$ cat src/hw/rtl/cbss_pkg.sv
package cbss_pkg;

    localparam int COORD_BITS       = 16;
    localparam int TAN_BITS         = COORD_BITS + 3;
    localparam int SUB_BITS         = 6;
    localparam int MAX_SUBDIVISIONS = 63;
    localparam int SUBDIV_RESET     = 32;

    // numerator magnitude stays below 2^33 (|pos num| <= 63^3 * 2^15)
    localparam int NUM_W  = COORD_BITS + 19;
    localparam int MAG_W  = NUM_W - 1;
    localparam int DIVS_W = 3 * SUB_BITS;
    localparam int MA_W   = 3 * SUB_BITS + 3;
    localparam int MB_W   = COORD_BITS + 2;
    localparam int PROD_W = MA_W + MB_W;

    localparam int IN_W  = 8 * COORD_BITS;
    localparam int OUT_W = ((2 * COORD_BITS + 2 * TAN_BITS + SUB_BITS + 7) / 8) * 8;

    // step numbers inside the weight and multiply-accumulate phases
    localparam logic [3:0] MAC_AXIS_Y = 4'd7;
    localparam logic [3:0] MAC_LAST   = 4'd13;
    localparam logic [3:0] WGT_LAST   = 4'd6;

    typedef enum logic [2:0] {
        S_IDLE,
        S_NPOW,
        S_WGT,
        S_MAC,
        S_DIV,
        S_OUT
    } t_state;

endpackage

$ cat src/hw/rtl/cubic_bezier_segment_sampler_top.sv
// Cubic Bezier segment sampler.
// Slave stream: one word carries the four control points (p0_x, p0_y, ... p3_y,
// 16 bits each, p0_x lowest). Master stream: N+1 sample words per segment, for
// t = i/N, with position and derivative truncated toward zero; tlast marks i = N.
// N comes from the subdivisions register (write enable + data; 0 reads as 1).
// Write it only while the block is idle; the block itself does not enforce it.
// All arithmetic runs through one shared 21x18 multiplier and one bit-serial
// restoring divider under a small sequencer; the block takes no new segment
// until the last sample word has left.
// Per sample: 7 weight multiplies, 14 multiply-accumulates, 4 divisions (a load
// step and 34 quotient bits each) and an output step; each segment first forms
// N^2 and N^3 on the multiplier. The divider yields one quotient bit per cycle.
// A stalled receiver holds the sample word in the output register and the
// sequencer waits. Reset (synchronous, active low) returns to idle and sets
// subdivisions to 32.
module cubic_bezier_segment_sampler_top
    import cbss_pkg::*;
(
    input  logic                i_clk,
    input  logic                i_rst_n,
    input  logic                i_cfg_wr_en,
    input  logic [SUB_BITS-1:0] i_cfg_wr_data,
    input  logic                s_axis_tvalid,
    output logic                s_axis_tready,
    // p0_x, p0_y, p1_x, p1_y, p2_x, p2_y, p3_x, p3_y
    input  logic [IN_W-1:0]     s_axis_tdata,
    output logic                m_axis_tvalid,
    input  logic                m_axis_tready,
    // pos_x, pos_y, tan_x, tan_y, sample_index, zero pad
    output logic [OUT_W-1:0]    m_axis_tdata,
    output logic                m_axis_tlast
);

    t_state r_state, n_state;

    logic [SUB_BITS-1:0]   r_subdiv;
    logic [SUB_BITS-1:0]   r_n, n_n, r_i, n_i;
    logic [3:0]            r_step, n_step;
    logic [1:0]            r_sel, n_sel;
    logic [5:0]            r_cnt, n_cnt;
    logic signed [COORD_BITS-1:0] r_pts [8];
    logic [2*SUB_BITS-1:0] r_n2, n_n2, r_a2, n_a2, r_b2, n_b2, r_ab, n_ab;
    logic [DIVS_W-1:0]     r_n3, n_n3, r_w0, n_w0, r_w1, n_w1, r_w2, n_w2, r_w3, n_w3;
    logic signed [NUM_W-1:0] r_acc, n_acc;
    logic signed [NUM_W-1:0] r_num [4];
    logic [MAG_W-1:0]      r_dq, n_dq;
    logic [DIVS_W-1:0]     r_rem, n_rem;
    logic signed [COORD_BITS-1:0] r_px, r_py;
    logic signed [TAN_BITS-1:0]   r_tx, r_ty;
    logic [SUB_BITS-1:0]   r_idx;
    logic                  r_last;

    logic [SUB_BITS-1:0]   a_val;
    logic signed [MA_W-1:0] op_a;
    logic signed [MB_W-1:0] op_b;
    logic signed [PROD_W-1:0] prod;
    logic [3:0]            mstep;
    logic                  axis_y;
    logic signed [COORD_BITS-1:0] c0, c1, c2, c3;
    logic [DIVS_W-1:0]     divisor;
    logic [DIVS_W:0]       trial;
    logic signed [NUM_W-1:0] cur_num;
    logic [MAG_W-1:0]      q_fin;
    logic signed [NUM_W-1:0] q_signed;

    function automatic logic signed [MA_W-1:0] mul3(input logic [DIVS_W-1:0] v);
        mul3 = $signed({3'b000, v}) + $signed({2'b00, v, 1'b0});
    endfunction

    assign a_val = r_n - r_i;

    assign axis_y = (r_step >= MAC_AXIS_Y);
    assign mstep  = axis_y ? (r_step - MAC_AXIS_Y) : r_step;
    assign c0 = r_pts[{2'd0, axis_y}];
    assign c1 = r_pts[{2'd1, axis_y}];
    assign c2 = r_pts[{2'd2, axis_y}];
    assign c3 = r_pts[{2'd3, axis_y}];

    // operand select for the shared multiplier
    always_comb begin
        op_a = '0;
        op_b = '0;
        case (r_state)
            S_NPOW: begin
                op_a = $signed({{(MA_W-2*SUB_BITS){1'b0}}, (r_step[0] ? r_n2 : {6'd0, r_n})});
                op_b = $signed({{(MB_W-SUB_BITS){1'b0}}, r_n});
            end
            S_WGT: begin
                case (r_step)
                    4'd0: begin
                        op_a = $signed({{(MA_W-SUB_BITS){1'b0}}, a_val});
                        op_b = $signed({{(MB_W-SUB_BITS){1'b0}}, a_val});
                    end
                    4'd1: begin
                        op_a = $signed({{(MA_W-SUB_BITS){1'b0}}, r_i});
                        op_b = $signed({{(MB_W-SUB_BITS){1'b0}}, r_i});
                    end
                    4'd2: begin
                        op_a = $signed({{(MA_W-SUB_BITS){1'b0}}, a_val});
                        op_b = $signed({{(MB_W-SUB_BITS){1'b0}}, r_i});
                    end
                    4'd3: begin
                        op_a = $signed({{(MA_W-2*SUB_BITS){1'b0}}, r_a2});
                        op_b = $signed({{(MB_W-SUB_BITS){1'b0}}, a_val});
                    end
                    4'd4: begin
                        op_a = $signed({{(MA_W-2*SUB_BITS){1'b0}}, r_a2});
                        op_b = $signed({{(MB_W-SUB_BITS){1'b0}}, r_i});
                    end
                    4'd5: begin
                        op_a = $signed({{(MA_W-2*SUB_BITS){1'b0}}, r_b2});
                        op_b = $signed({{(MB_W-SUB_BITS){1'b0}}, a_val});
                    end
                    default: begin
                        op_a = $signed({{(MA_W-2*SUB_BITS){1'b0}}, r_b2});
                        op_b = $signed({{(MB_W-SUB_BITS){1'b0}}, r_i});
                    end
                endcase
            end
            S_MAC: begin
                case (mstep)
                    4'd0: begin
                        op_a = $signed({3'b000, r_w0});
                        op_b = MB_W'(c0);
                    end
                    4'd1: begin
                        op_a = mul3(r_w1);
                        op_b = MB_W'(c1);
                    end
                    4'd2: begin
                        op_a = mul3(r_w2);
                        op_b = MB_W'(c2);
                    end
                    4'd3: begin
                        op_a = $signed({3'b000, r_w3});
                        op_b = MB_W'(c3);
                    end
                    4'd4: begin
                        op_a = mul3({6'd0, r_a2});
                        op_b = MB_W'(c1) - MB_W'(c0);
                    end
                    4'd5: begin
                        op_a = mul3({5'd0, r_ab, 1'b0});
                        op_b = MB_W'(c2) - MB_W'(c1);
                    end
                    default: begin
                        op_a = mul3({6'd0, r_b2});
                        op_b = MB_W'(c3) - MB_W'(c2);
                    end
                endcase
            end
            default: begin
                op_a = '0;
                op_b = '0;
            end
        endcase
    end

    assign prod = op_a * op_b;

    // divider datapath
    assign cur_num = r_num[r_sel];
    assign divisor = r_sel[0] ? {6'd0, r_n2} : r_n3;
    assign trial   = {r_rem, r_dq[MAG_W-1]};
    assign q_fin   = n_dq;
    assign q_signed = cur_num[NUM_W-1] ? -$signed({1'b0, q_fin}) : $signed({1'b0, q_fin});

    // next state
    always_comb begin
        n_state = r_state;
        case (r_state)
            S_IDLE: if (s_axis_tvalid) n_state = S_NPOW;
            S_NPOW: if (r_step[0]) n_state = S_WGT;
            S_WGT:  if (r_step == WGT_LAST) n_state = S_MAC;
            S_MAC:  if (r_step == MAC_LAST) n_state = S_DIV;
            S_DIV:  if (r_step[0] && r_cnt == 6'(MAG_W - 1) && r_sel == 2'd3) n_state = S_OUT;
            S_OUT: begin
                if (m_axis_tready) n_state = r_last ? S_IDLE : S_WGT;
            end
            default: n_state = S_IDLE;
        endcase
    end

    // datapath next values
    always_comb begin
        n_n = r_n;   n_i = r_i;   n_step = r_step; n_sel = r_sel; n_cnt = r_cnt;
        n_n2 = r_n2; n_n3 = r_n3; n_a2 = r_a2; n_b2 = r_b2; n_ab = r_ab;
        n_w0 = r_w0; n_w1 = r_w1; n_w2 = r_w2; n_w3 = r_w3;
        n_acc = r_acc; n_dq = r_dq; n_rem = r_rem;
        case (r_state)
            S_IDLE: begin
                if (r_subdiv == '0)
                    n_n = SUB_BITS'(1);
                else if (r_subdiv > SUB_BITS'(MAX_SUBDIVISIONS))
                    n_n = SUB_BITS'(MAX_SUBDIVISIONS);
                else
                    n_n = r_subdiv;
                n_i = '0;
                n_step = '0;
            end
            S_NPOW: begin
                if (r_step[0]) begin
                    n_n3 = prod[DIVS_W-1:0];
                    n_step = '0;
                end else begin
                    n_n2 = prod[2*SUB_BITS-1:0];
                    n_step = 4'd1;
                end
            end
            S_WGT: begin
                case (r_step)
                    4'd0: n_a2 = prod[2*SUB_BITS-1:0];
                    4'd1: n_b2 = prod[2*SUB_BITS-1:0];
                    4'd2: n_ab = prod[2*SUB_BITS-1:0];
                    4'd3: n_w0 = prod[DIVS_W-1:0];
                    4'd4: n_w1 = prod[DIVS_W-1:0];
                    4'd5: n_w2 = prod[DIVS_W-1:0];
                    default: n_w3 = prod[DIVS_W-1:0];
                endcase
                n_step = (r_step == WGT_LAST) ? 4'd0 : r_step + 4'd1;
            end
            S_MAC: begin
                if (mstep == 4'd0 || mstep == 4'd4)
                    n_acc = prod[NUM_W-1:0];
                else
                    n_acc = r_acc + prod[NUM_W-1:0];
                n_step = (r_step == MAC_LAST) ? 4'd0 : r_step + 4'd1;
                n_sel = '0;
            end
            S_DIV: begin
                if (!r_step[0]) begin
                    n_dq  = cur_num[NUM_W-1] ? MAG_W'(-cur_num) : MAG_W'(cur_num);
                    n_rem = '0;
                    n_cnt = '0;
                    n_step = 4'd1;
                end else begin
                    if (trial >= {1'b0, divisor}) begin
                        n_rem = DIVS_W'(trial - {1'b0, divisor});
                        n_dq  = {r_dq[MAG_W-2:0], 1'b1};
                    end else begin
                        n_rem = trial[DIVS_W-1:0];
                        n_dq  = {r_dq[MAG_W-2:0], 1'b0};
                    end
                    n_cnt = r_cnt + 6'd1;
                    if (r_cnt == 6'(MAG_W - 1)) begin
                        n_step = '0;
                        n_sel = r_sel + 2'd1;
                    end
                end
            end
            S_OUT: begin
                n_step = '0;
                if (m_axis_tready && !r_last) n_i = r_i + SUB_BITS'(1);
            end
            default: ;
        endcase
    end

    always_ff @(posedge i_clk) begin
        if (!i_rst_n) begin
            r_state  <= S_IDLE;
            r_subdiv <= SUB_BITS'(SUBDIV_RESET);
            r_step   <= '0;
            r_sel    <= '0;
            r_cnt    <= '0;
            r_i      <= '0;
            r_n      <= SUB_BITS'(1);
        end else begin
            r_state <= n_state;
            if (i_cfg_wr_en) r_subdiv <= i_cfg_wr_data;
            r_step <= n_step;
            r_sel  <= n_sel;
            r_cnt  <= n_cnt;
            r_i    <= n_i;
            r_n    <= n_n;
        end
    end

    always_ff @(posedge i_clk) begin
        r_n2 <= n_n2; r_n3 <= n_n3;
        r_a2 <= n_a2; r_b2 <= n_b2; r_ab <= n_ab;
        r_w0 <= n_w0; r_w1 <= n_w1; r_w2 <= n_w2; r_w3 <= n_w3;
        r_acc <= n_acc; r_dq <= n_dq; r_rem <= n_rem;
        if (r_state == S_IDLE && s_axis_tvalid) begin
            for (int k = 0; k < 8; k++)
                r_pts[k] <= s_axis_tdata[k*COORD_BITS +: COORD_BITS];
        end
        if (r_state == S_MAC) begin
            if (r_step == 4'd3)  r_num[0] <= n_acc;
            if (r_step == 4'd6)  r_num[1] <= n_acc;
            if (r_step == 4'd10) r_num[2] <= n_acc;
            if (r_step == MAC_LAST) r_num[3] <= n_acc;
        end
        if (r_state == S_DIV && r_step[0] && r_cnt == 6'(MAG_W - 1)) begin
            case (r_sel)
                2'd0: r_px <= q_signed[COORD_BITS-1:0];
                2'd1: r_tx <= q_signed[TAN_BITS-1:0];
                2'd2: r_py <= q_signed[COORD_BITS-1:0];
                default: r_ty <= q_signed[TAN_BITS-1:0];
            endcase
            r_idx  <= r_i;
            r_last <= (r_i == r_n);
        end
    end

    assign s_axis_tready = (r_state == S_IDLE);
    assign m_axis_tvalid = (r_state == S_OUT);
    assign m_axis_tlast  = r_last;
    assign m_axis_tdata  = {{(OUT_W-2*COORD_BITS-2*TAN_BITS-SUB_BITS){1'b0}},
                            r_idx, r_ty, r_tx, r_py, r_px};

endmodule

$ cat config.mk
export PLATFORM = sky130hd
export DESIGN_NAME = cubic_bezier_segment_sampler_top
export DESIGN_NICKNAME = d
export VERILOG_FILES = /design/src/hw/rtl/cbss_pkg.sv /design/src/hw/rtl/cubic_bezier_segment_sampler_top.sv
export SDC_FILE = /design/constraint.sdc
export NUM_CORES = 2
export LEC_CHECK = 0
export BUFFER_PORTS_ARGS = -buffer_cell sky130_fd_sc_hd__buf_2
export CORE_MARGIN = 10
export CORE_UTILIZATION = 27
export CTS_BUF_LIST = sky130_fd_sc_hd__clkbuf_8
export DETAILED_ROUTE_END_ITERATION = 10
export PLACE_DENSITY = 0.54
export REMOVE_ABC_BUFFERS = 1
export SETUP_SLACK_MARGIN = 0.1
export SYNTH_ARGS = -nofsm -noshare
export SYNTH_HDL_FRONTEND = slang
export SYNTH_SLANG_ARGS = --single-unit
$ cat constraint.sdc
create_clock -name i_clk -period 13.2 [get_ports i_clk]
set_clock_uncertainty 0.15 [all_clocks]
set_input_delay 1.98 -clock i_clk [delete_from_list [all_inputs] [get_ports i_clk]]
set_output_delay 1.98 -clock i_clk [all_outputs]
set_load 0.01 [all_outputs]
==> insert_results.sql <==
INSERT INTO impl_metrics (metric_group, metric, value, unit) VALUES
('run_status', 'outcome', 'finished clean', ''),
('timing', 'rsz_0062_raised_after_global_routing', 'no', ''),
('worst_setup_path', 'start_kind', 'flip-flop', ''),
('floorplanning', 'initial_core_utilization', '27.18', '%'),
('floorplanning', 'die_height', '424.8', 'µm'),
('cts', 'clk_pin_slew', '0.06', 'ns'),
('worst_setup_path', 'worstPathMaxFanout', '21', ''),
('timing', 'final.min_clock_period', '12.53', 'ns'),
('cts', 'ctsRootBufferMaster', 'clkbuf_8', ''),
('flow_run', 'maxCapViolations', '0', ''),
('floorplanning', 'chipWidth', '424.8', 'µm'),
('layout', 'finalCoreUtilization', '31.94', '%'),
('power_and_ir_drop', 'vdd_drop_max', '0.1005', 'mV'),
('synth', 'async_set_reset_flop_share_out_of_synthesis', '0', '%'),
('cts', 'worst_skew_pair_later_pin_latency', '0.86', 'ns'),
('worst_setup_path', 'cpMaxStageDelayCell', 'fa_1', ''),
('global_routing', 'grt_use_total', '15.03', '%'),
('power_and_ir_drop', 'p_int', '4.198', 'mW'),
('synth', 'synth_cells', '4254', ''),
('timing', 'setup-tns-final', '0', 'ns'),
('placement', 'gp_routability_congestion', '0.8936', ''),
('synth', 'synth.ff_latch_count', '605', ''),
('worst_setup_path', 'cp.arrival', '12.94', 'ns'),
('timing', 'setup_viol', '0', ''),
('power_and_ir_drop', 'power_switching', '2.429', 'mW'),
('min_path', 'hp-class', 'flip-flop to flip-flop', ''),
('floorplanning', 'row_count', '148', ''),
('synth', 'synth_edf_count', '516', ''),
('global_routing', 'antenna_violations_before_repair', '19', ''),
('floorplanning', 'floorplan.io_pins', '222', ''),
('layout', 'layout-area-overhead-vs-synth', '17.53', '%'),
('timing', 'slew_violations', '0', ''),
('drt', 'routed_wirelength_normalized_by_instance_count', '20.04', 'µm'),
('worst_setup_path', 'criticalPathCategory', 'flip-flop to flip-flop', ''),
('drt', 'vias_per_cell', '4.771', ''),
('timing', 'slew-limit-headroom', '11.58', '%'),
('cts', 'clock_tree_from_tritoncts', 'yes', ''),
('global_routing', 'grt_first_pass_wirelength', '209600', 'µm'),
('placement', 'post-dp-hpwl', '107900', 'µm'),
('synth', 'netlist.area_leader.share', '35.03', '%'),
('power_and_ir_drop', 'power.density_cell_area', '127.5', 'nW/µm²'),
('drt', 'routed_wl', '138600', 'µm'),
('cts', 'cts.hold.buffers_added', '0', ''),
('power_and_ir_drop', 'clk_network_pwr_share', '27.9', '%'),
('synth', 'area_of_the_mapped_netlist', '44230', 'µm²'),
('power_and_ir_drop', 'cellLeakagePower', '21.62', 'nW'),
('worst_setup_path', 'crit_path_end_kind', 'flip-flop', ''),
('cts', 'clockBufferDepth', '3', ''),
('layout', 'post_route_cells_drive_above_1_share', '15.92', '%'),
('worst_setup_path', 'critical-path-max-stage-delay', '0.57', 'ns'),
('synth', 'synth.yosys.warnings', '0', ''),
('drt', 'routed-via-count', '32990', ''),
('placement', 'portBuffers', '217', ''),
('synth', 'post-synth-top-count-cell', 'nand2_1', ''),
('floorplanning', 'fp.dieArea', '180400', 'µm²'),
('drt', 'drc_errors', '0', ''),
('floorplanning', 'core_region_area', '162800', 'µm²'),
('cts', 'cts_made_buffers', '107', ''),
('worst_setup_path', 'worst-endpoint-required', '13.61', 'ns'),
('timing', 'max_freq', '79.79', 'MHz'),
('drt', 'ant_nets', '0', ''),
('global_routing', 'global_route.overflow_total', '0', ''),
('timing', 'worst-slew-pin-transition', '1.321', 'ns'),
('synth', 'synth.top_cells.by_area', 'edfxtp_1, fa_1, ha_1', ''),
('timing', 'final-hold-violation-count', '0', ''),
('cts', 'numClockSinks', '605', ''),
('cts', 'cts.htree.levels', '3', ''),
('layout', 'fillCellCount', '16700', ''),
('synth', 'seq_area_frac_synth', '39.06', '%'),
('drt', 'detailedRoute.firstIterationViolations', '2415', ''),
('worst_setup_path', 'critical_path.most_common_cell', 'fa_1', ''),
('synth', 'yosys-top-cells-count', 'nand2_1, edfxtp_1, inv_1', ''),
('drt', 'drt_first_pass_iters', '8', ''),
('timing', 'finalCritPeriodShare', '94.94', '%'),
('global_routing', 'pin_count_of_the_biggest_net_entering_global_routing', '73', ''),
('power_and_ir_drop', 'switching_share_of_power', '36.65', '%'),
('synth', 'synth.lib_cells_used.distinct', '92', ''),
('synth', 'yosys.area.top_type', 'edfxtp_1', ''),
('synth', 'synth_area_per_cell', '10.40', 'µm²'),
('synth', 'synth_top_flop_cell', 'edfxtp_1', ''),
('global_routing', 'number_of_global_route_vias_before_repair', '33650', ''),
('power_and_ir_drop', 'combPwrFrac', '33.7', '%'),
('layout', 'num-nets-final', '5383', ''),
('power_and_ir_drop', 'share_seq_of_total_power', '38.4', '%');
area by class of cell:
cell class | count | area [µm²] | area share [%]
Sequential cell | 605 | 17280 | 33.24
Tap cell | 2175 | 2721 | 5.235
Clock buffer | 114 | 1569 | 3.018
Inverter | 485 | 1821 | 3.502
Clock inverter | 88 | 726.9 | 1.398
Multi-Input combinational cell | 2992 | 24870 | 47.84
Antenna cell | 5 | 12.51 | 0.02407
Timing Repair Buffer | 451 | 2985 | 5.742
routing by layer:
metal | up-vias | routed length (µm) | global-route usage, % | share of wire [%]
li1 | 15570 | - | - | -
met4 | 2 | 4407 | 4.585 | 3.2
met5 | - | 11 | 0 | 0.0079
met1 | 16130 | 59010 | 19.54 | 43
met3 | 229 | 10320 | 3.520 | 7.4
met2 | 1063 | 64810 | 24.71 | 47
sequential cells by signal, indices dropped and copies added (netlist names), 19 cells and up, named ones only:
signal  flops
r_num     140
r_acc      35
r_dq       34
r_ty       19
r_pts     128
r_tx       19
worst paths after layout:
| check | to | startpoint | slack (ns) | cells after the start |
|---|---|---|---|---|
| worst max register to register | r_num[1][34] | r_step[0] | 0.67 | 53 |
| worst min register to register | r_n[4] | r_subdiv[4] | 0.34 | 2 |
| worst max-delay path | r_num[1][34] | r_step[0] | 0.67 | 53 |
| worst min-delay path | r_n[4] | r_subdiv[4] | 0.34 | 2 |
logic make-up after synthesis:
logic type      Yosys count  share of synthesized area (%)
fa+ha+maj               604                          22.13
xor+xnor                214                          4.237
flops                   605                          39.06
simple gates           1194                          12.62
buf+inv                 660                          5.685
other cells               1                       0.008477
compound gates          853                          12.38
mux                     123                          3.884
metrics by stage:
| stage | instances | hold WS [ns] | cell area (µm²) | total power [mW] | worst slack, ns |
|---|---|---|---|---|---|
| 4_1_cts | 6907 | 0.3499 | 51670 | 6.657 | 0.1391 |
| 6_report | 6915 | 0.3441 | 51990 | 6.627 | 0.6676 |
| 5_1_grt | 6912 | 0.3720 | 51980 | 7.018 | 0.04045 |
| 3_5_place_dp | 6703 | 0.3399 | 49340 | 4.775 | -0.08024 |
| 3_3_place_gp | 6703 | 0.3320 | 49340 | 4.751 | 0.06704 |
| 2_1_floorplan | 4082 | 0.2977 | 43550 | 3.857 | -5.375 |
power groups by stage:
stage               clock (mW)  combinational (mW)  sequential (mW)
finish                    1.85                2.24             2.54
global route              1.99                2.46             2.56
CTS                       1.91                2.21             2.54
detailed placement           0                2.20             2.58
global placement             0                2.17             2.58
floorplan                    0                1.30             2.56
layout by cell type, fill, tap and decap left out, types with 20 or more instances in the layout:
cell / instances
a211oi_1: 24
a21boi_0: 22
a21o_1: 64
a21oi_1: 254
a31oi_1: 29
and2_1: 78
and3_1: 28
buf_2: 217
buf_4: 219
clkbuf_8: 114
clkinv_2: 20
dfxtp_1: 87
edfxtp_1: 516
fa_1: 298
ha_1: 302
inv_1: 512
mux2i_1: 70
mux4_2: 26
nand2_1: 517
nand2b_1: 62
nand3_1: 50
nor2_1: 240
nor2b_1: 64
nor3_1: 48
o21a_1: 26
o21ai_0: 170
o21bai_1: 33
o221ai_1: 23
xnor2_1: 143
xor2_1: 70
worst max-delay path: cells and delay by family (launching register included):
family / cells / cell delay [ns]
simple gates: 6 / 1.05
flops: 1 / 0.34
fa+ha+maj: 10 / 4.06
mux: 2 / 0.70
buf+inv: 10 / 1.22
xor+xnor: 1 / 0.11
compound gates: 24 / 4.59
timing repair:
action	in CTS	in global routing
setup buffers	2	3
pin swaps	1	6
endpoints found under the setup margin	5	29
resized for setup	1	66
(Power assumes the default switching activity.)
